### config.mk
export PLATFORM = sky130hd
export DESIGN_NAME = symmetric_index_fold_top
export DESIGN_NICKNAME = d
export VERILOG_FILES = /design/src/design/sif_pkg.sv /design/src/design/sif_apb_regs.sv /design/src/design/sif_fold_core.sv /design/src/design/symmetric_index_fold_top.sv
export SDC_FILE = /design/constraint.sdc
export NUM_CORES = 1
export LEC_CHECK = 0
export ABC_AREA = 1
export BUFFER_PORTS_ARGS = -buffer_cell sky130_fd_sc_hd__buf_2
export CORE_ASPECT_RATIO = 1.1
export CORE_MARGIN = 10
export CORE_UTILIZATION = 53
export CTS_CLUSTER_SIZE = 12
export DETAILED_ROUTE_END_ITERATION = 16
export PLACE_DENSITY = 0.79
export SETUP_SLACK_MARGIN = 0.05
export SLEW_MARGIN = 20
export SYNTH_ARGS = -nofsm -noshare
export SYNTH_HDL_FRONTEND = slang
export SYNTH_HIERARCHICAL = 1
export SYNTH_SLANG_ARGS = --single-unit
### constraint.sdc
create_clock -name i_clk -period 11.2 [get_ports i_clk]
set_input_delay 0.56 -clock i_clk [delete_from_list [all_inputs] [get_ports i_clk]]
set_output_delay 0.56 -clock i_clk [all_outputs]
set_load 0.005 [all_outputs]
### src/design/sif_pkg.sv
// shared types and constants for the symmetric index fold block
package sif_pkg;

    localparam int RANK        = 4;
    localparam int INDEX_WIDTH = 16;
    localparam int COUNT_WIDTH = 3;
    localparam int ADDR_WIDTH  = 3;
    localparam int DATA_WIDTH  = 32;

    // register indexes (byte address is index times four)
    localparam int unsigned REG_SAME_GROUP_MASK = 0;

    typedef logic [INDEX_WIDTH-1:0] t_index;
    typedef logic [RANK-1:0]        t_group_mask;
    typedef t_index                 t_index_vec [RANK];

    typedef struct packed {
        t_index                 index_0;
        t_index                 index_1;
        t_index                 index_2;
        t_index                 index_3;
        logic [COUNT_WIDTH-1:0] index_count;
    } t_request;

    typedef struct packed {
        t_index local_0;
        t_index local_1;
        t_index local_2;
        t_index local_3;
    } t_result;

endpackage

### src/design/sif_apb_regs.sv
// apb configuration register holding the same-group mask
module sif_apb_regs (
    input  logic                                i_clk,
    input  logic                                i_rst_n,
    input  logic                                psel,
    input  logic                                penable,
    input  logic                                pwrite,
    input  logic [sif_pkg::ADDR_WIDTH-1:0]      paddr,
    input  logic [sif_pkg::DATA_WIDTH-1:0]      pwdata,
    output logic [sif_pkg::DATA_WIDTH-1:0]      prdata,
    output logic                                pready,
    output sif_pkg::t_group_mask                o_mask
);

    sif_pkg::t_group_mask r_mask;
    sif_pkg::t_group_mask n_mask;
    logic [sif_pkg::ADDR_WIDTH-3:0] reg_index;
    logic wr_en;

    // low two address bits select bytes inside a word and are ignored
    assign reg_index = paddr[sif_pkg::ADDR_WIDTH-1:2];
    assign wr_en     = psel && penable && pwrite;
    assign pready    = 1'b1;

    always_comb begin
        n_mask = r_mask;
        if (wr_en && (reg_index == (sif_pkg::ADDR_WIDTH-2)'(sif_pkg::REG_SAME_GROUP_MASK))) begin
            n_mask = pwdata[sif_pkg::RANK-1:0];
        end
    end

    always_ff @(posedge i_clk) begin
        if (!i_rst_n) begin
            r_mask <= '0;
        end else begin
            r_mask <= n_mask;
        end
    end

    always_comb begin
        prdata = '0;
        if (reg_index == (sif_pkg::ADDR_WIDTH-2)'(sif_pkg::REG_SAME_GROUP_MASK)) begin
            prdata[sif_pkg::RANK-1:0] = r_mask;
        end
    end

    assign o_mask = r_mask;

endmodule

### src/design/sif_fold_core.sv
// group-wise sort and difference of one index tuple, combinational
module sif_fold_core (
    input  sif_pkg::t_request    i_request,
    input  sif_pkg::t_group_mask i_mask,
    output sif_pkg::t_result     o_result
);

    sif_pkg::t_index_vec             raw;
    sif_pkg::t_index_vec             srt;
    sif_pkg::t_index_vec             loc;
    logic [sif_pkg::RANK-1:0]        used;
    logic [sif_pkg::RANK-1:0]        joins;
    logic [sif_pkg::COUNT_WIDTH-1:0] count_sat;
    sif_pkg::t_index                 tmp;

    assign raw[0] = i_request.index_0;
    assign raw[1] = i_request.index_1;
    assign raw[2] = i_request.index_2;
    assign raw[3] = i_request.index_3;

    // count saturates at the rank
    assign count_sat = (i_request.index_count > sif_pkg::COUNT_WIDTH'(sif_pkg::RANK))
                     ? sif_pkg::COUNT_WIDTH'(sif_pkg::RANK) : i_request.index_count;

    always_comb begin
        for (int d = 0; d < sif_pkg::RANK; d++) begin
            used[d] = (sif_pkg::COUNT_WIDTH'(d) < count_sat);
        end
        joins[0] = 1'b0;
        for (int d = 1; d < sif_pkg::RANK; d++) begin
            joins[d] = i_mask[d] && used[d];
        end
    end

    // odd-even transposition sort, comparators across a group edge disabled
    always_comb begin
        tmp = '0;
        for (int d = 0; d < sif_pkg::RANK; d++) begin
            srt[d] = used[d] ? raw[d] : '0;
        end
        for (int r = 0; r < sif_pkg::RANK; r++) begin
            for (int a = r % 2; a + 1 < sif_pkg::RANK; a += 2) begin
                if (joins[a+1] && (srt[a] > srt[a+1])) begin
                    tmp      = srt[a];
                    srt[a]   = srt[a+1];
                    srt[a+1] = tmp;
                end
            end
        end
    end

    always_comb begin
        loc[0] = used[0] ? srt[0] : '0;
        for (int d = 1; d < sif_pkg::RANK; d++) begin
            if (!used[d]) begin
                loc[d] = '0;
            end else if (joins[d]) begin
                loc[d] = srt[d] - srt[d-1];
            end else begin
                loc[d] = srt[d];
            end
        end
    end

    assign o_result.local_0 = loc[0];
    assign o_result.local_1 = loc[1];
    assign o_result.local_2 = loc[2];
    assign o_result.local_3 = loc[3];

endmodule

### src/design/symmetric_index_fold_top.sv
// an accepted request passes from the request register through the sort network into the result register and o_done
// throughput: one request per cycle; busy is never raised, set by the single
//   registered pass from the request register through the sort network to the result register
// reset: synchronous active-low i_rst_n clears the group mask and both valid flags
// results are shown for one cycle only; the receiver cannot stall
module symmetric_index_fold_top (
    input  logic                            i_clk,
    input  logic                            i_rst_n,
    input  logic                            start,
    output logic                            busy,
    input  sif_pkg::t_request               i_request,
    output logic                            o_done,
    output sif_pkg::t_result                o_result,
    input  logic                            psel,
    input  logic                            penable,
    input  logic                            pwrite,
    input  logic [sif_pkg::ADDR_WIDTH-1:0]  paddr,
    input  logic [sif_pkg::DATA_WIDTH-1:0]  pwdata,
    output logic [sif_pkg::DATA_WIDTH-1:0]  prdata,
    output logic                            pready
);

    sif_pkg::t_group_mask mask;
    sif_pkg::t_request    r_req;
    logic                 r_req_valid;
    sif_pkg::t_result     fold_result;
    sif_pkg::t_result     r_result;
    logic                 r_done;

    sif_apb_regs u_regs (
        .i_clk   (i_clk),
        .i_rst_n (i_rst_n),
        .psel    (psel),
        .penable (penable),
        .pwrite  (pwrite),
        .paddr   (paddr),
        .pwdata  (pwdata),
        .prdata  (prdata),
        .pready  (pready),
        .o_mask  (mask)
    );

    assign busy = 1'b0;

    always_ff @(posedge i_clk) begin
        if (!i_rst_n) begin
            r_req_valid <= 1'b0;
            r_done      <= 1'b0;
        end else begin
            r_req_valid <= start && !busy;
            r_done      <= r_req_valid;
        end
    end

    always_ff @(posedge i_clk) begin
        if (start && !busy) begin
            r_req <= i_request;
        end
        r_result <= fold_result;
    end

    sif_fold_core u_core (
        .i_request (r_req),
        .i_mask    (mask),
        .o_result  (fold_result)
    );

    assign o_done   = r_done;
    assign o_result = r_result;

    // every result traces back to an accepted request, through r_req_valid and r_done
    a_done_from_request: assert property (@(posedge i_clk) disable iff (!i_rst_n)
        o_done |-> $past(start, 2))
        else $error("result without a request");

    // a registered request always yields a result next cycle
    a_request_gives_done: assert property (@(posedge i_clk) disable iff (!i_rst_n)
        r_req_valid |=> o_done)
        else $error("request dropped");

    // last dimension reads zero when the count leaves it unused
    a_unused_zero: assert property (@(posedge i_clk) disable iff (!i_rst_n)
        (o_done && ($past(i_request.index_count, 2) < 3'd4)) |-> (o_result.local_3 == '0))
        else $error("unused dimension not zero");

    // the group mask moves only on a register write
    a_mask_stable: assert property (@(posedge i_clk) disable iff (!i_rst_n)
        !(psel && penable && pwrite) |=> $stable(mask))
        else $error("group mask changed without a write");

endmodule

==> results.py <==
metrics = {
    "floorplanning": {
        "die_area_um2": 29400,
        "die_height_um": 179,
        "die-width_um": 164,
        "coreArea_um2": 22700,
        "start_util_pct": 53.5,
        "ios": 207,
        "row_count": 58,
    },
    "power": {
        "ir_drop_mv": 0.0980,
        "netSwitchingPower_uw": 839,
        "leakage_nw": 7.89,
        "swShare_pct": 39.7,
        "pwr-share-seq_pct": 28.1,
        "p_int_mw": 1.28,
        "power_per_cell_area_nw_per_um2": 146,
        "p_total_mw": 2.12,
        "combPwrFrac_pct": 42.9,
        "clkPwrFrac_pct": 29.0,
    },
    "routing": {
        "ant_nets": 0,
        "dr.pass1.iters": 5,
        "post_drt_wl_per_cell_um": 17.2,
        "drt_first_iter_violations": 1123,
        "via_count": 12800,
        "routed_wl_mm": 40.9,
        "drcViolationCount": 0,
        "viasPerCell": 5.37,
    },
    "clocking": {
        "clk_pin_slew_ps": 70,
        "h-tree-depth": 4,
        "cts_root_buf": "clkbuf_16",
        "clk_latency_ps": 440,
        "holdBufCountCts": 0,
        "cts_tree": "yes",
        "clock_sinks": 137,
        "cts_buffers": 17,
        "cts_buffer_depth": 2,
    },
    "critical_path": {
        "critPathArrivalTime_ps": 10800,
        "critPathLaunchType": "register",
        "crit_required_ps": 11520,
        "max_stage_delay_ps": 430,
        "end_kind": "register",
        "cp_max_fo": 24,
        "path_class": "register to register",
        "crit_path_frequent_cell": "nand2_1",
        "crit_slowest_cell": "edfxtp_1",
    },
    "cells_and_area": {
        "n_antenna_cell": 0,
        "drive_gt1_share_pct": 16.0,
        "layout.cells.non_filler": 2384,
        "area_growth_pct": 18.9,
        "design_area_um2": 14400,
        "final_nets": 2310,
    },
    "timing": {
        "timing.final.crit_share_pct": 93.6,
        "max_freq_ghz": 0.0954,
        "post-route-min-period_ps": 10480,
        "fin_worst_skew_ps": 12.6,
        "finalHoldViolations": 0,
        "hold_slack_ps": 295,
        "layout_setup_ws_ps": 721,
        "finalSetupViolCount": 0,
        "drv_slew": 0,
        "tightest_slew_ps": 879,
        "relSlewSlack_pct": 40.8,
    },
    "min_path": {
        "min_path_type": "input port to register",
    },
    "synth": {
        "async_flop_share_pct": 0,
        "synth_ff_type": "dfxtp_1",
        "synth_edf_count": 67,
        "yosys_warnings": 6,
        "syn-cell-area_um2": 12100,
        "synthDistinctLibCells": 51,
        "postSynthCellCount": 1871,
        "avgSynthCellArea_um2": 6.49,
        "ys_ff_latch": 137,
        "ys_seq_area_share_pct": 28.1,
    },
    "global_routing": {
        "grt_pass1_wl_mm": 63.9,
        "grt_pass1_vias": 12100,
        "antenna_found_initial": 0,
        "grt_overflow": 0,
        "grt.total_usage_pct": 27.6,
        "grt_max_degree": 69,
    },
    "placed_design": {
        "numPortBuffers": 146,
        "preCtsSetupSlack_ps": -116,
        "place_congestion": 1.04,
        "dp_cells": 2346,
        "place_area_um2": 13600,
        "dpl.hpwl_mm": 33.5,
    },
    "job": {
        "maxCapViolCount": 0,
    },
    "outcome": {
        "outcome": "finished clean",
    },
}
-- power groups by stage --
stage / clock (mW) / combinational, mW / sequential (mW)
after CTS: 0.622 / 0.868 / 0.594
after global placement: 0 / 0.842 / 0.604
final: 0.613 / 0.908 / 0.594
after detailed placement: 0 / 0.862 / 0.605
after floorplan: 0 / 0.566 / 0.609
after global routing: 0.646 / 1.02 / 0.599
-- what timing repair did --
item,4_1_cts,5_1_grt
buffers inserted,0,4
gates cloned,0,2
pin swaps,0,4
resized for setup,6,62
endpoints found under the setup margin,2,7
-- worst paths after layout --
kind                            cells after the start  slack [ps]            to          start
worst max register to register                     67         720  o_result[14]       r_req[1]
worst min register to register                      2         410        o_done    r_req_valid
worst min-delay path                                1         290     r_req[14]  i_request[14]
worst max-delay path                               67         720  o_result[14]       r_req[1]
-- layout by cell type (no fill, tap or decap), drive strengths merged, types with 3 or more instances in the layout --
master / Yosys / routed
a21oi: 84 / 84
conb: 3 / 30
a211oi: 4 / 4
dfxtp: 70 / 70
nand2: 612 / 612
bufinv: 0 / 3
buf: 51 / 237
o21a: 3 / 3
inv: 276 / 281
xnor2: 10 / 10
ha: 129 / 129
o21bai: 5 / 5
edfxtp: 67 / 67
o31ai: 4 / 4
clkbuf: 34 / 18
nand4: 13 / 13
clkinv: 2 / 5
o21ai: 152 / 152
nor4: 7 / 7
nor2: 100 / 100
clkinvlp: 0 / 5
nand3: 202 / 202
nor3: 10 / 10
xor2: 3 / 3
and2: 3 / 3
or2: 3 / 3
o22ai: 6 / 6
-- critical path, delay by kind of cell (launching register included) --
kind	cells	cell delay [ps]
buffers and inverters	16	2160
AO/OA/AOI/OAI	15	2560
flip-flops	1	430
AND/OR/NAND/NOR	31	3660
adder cells (fa/ha/maj)	5	1550
-- kinds of logic (layout without fill, tap and decap cells) --
family / count (synthesis) / in the layout / share of synthesized area [%]
compound gates: 269 / 269 / 11.9
xor+xnor: 13 / 13 / 0.938
buf+inv: 363 / 549 / 12.4
fa+ha+maj: 131 / 131 / 13.6
simple gates: 954 / 954 / 32.9
mux: 1 / 1 / 0.0824
other cells: 3 / 30 / 0.0927
flops: 137 / 137 / 28.1
-- metal layers --
layer  global-route usage [%]  routed length, um  vias up
met4                     13.2               1790        0
met2                     45.0              18900      568
met3                     3.70               3140       98
met1                     35.5              17100     5705
li1                         -                  -     6422
met5                        0                  0        -
-- registers in the layout, indices dropped and copies added (netlist names) --
register and flops:
o_done 1, o_result 64, r_req 67, r_req_valid 1, u_regs/o_mask 4
-- through the flow --
stage          setup TNS [ps]  util [%]
3_5_place_dp             -116      59.8
4_1_cts                     0      62.6
6_report                    0      63.6
5_1_grt                 -61.8      63.6
3_3_place_gp                0      59.8
2_1_floorplan               0         -
-- synthesized netlist by cell type, types with 2 or more instances --
master	instances	area share [%]
a211oi_1	4	0.25
a21oi_1	83	3.4
a221oi_1	2	0.14
a31oi_1	2	0.10
and2_1	2	0.10
buf_1	6	0.19
buf_2	12	0.49
buf_4	32	2.0
clkbuf_1	34	1.1
clkinv_1	2	0.062
conb_1	3	0.093
dfxtp_1	70	12
edfxtp_1	67	17
fa_1	2	0.33
ha_1	129	13
inv_1	270	8.3
inv_2	6	0.19
nand2_1	600	19
nand2_2	10	0.52
nand2_4	2	0.19
nand3_1	202	8.3
nand3b_1	2	0.12
nand4_1	13	0.67
nor2_1	93	2.9
nor2_2	5	0.26
nor2_4	2	0.19
nor3_1	10	0.41
nor4_1	7	0.36
o21a_1	3	0.19
o21ai_0	137	5.6
o21ai_1	14	0.58
o21bai_1	5	0.31
o221ai_1	2	0.14
o22ai_1	6	0.31
o31ai_1	4	0.25
or2_2	2	0.10
xnor2_1	10	0.72
xor2_1	3	0.22
-- area by class of cell --
cell class,count,area (um^2)
Inverter,278,1050
Clock inverter,14,185
Sequential cell,137,3410
Timing Repair Buffer,237,1470
Timing Repair inverter,2,15.0
Clock buffer,18,439
Tap cell,300,375
Fill cell,2147,8270
Multi-Input combinational cell,1398,7500
(Power assumes the default switching activity.)
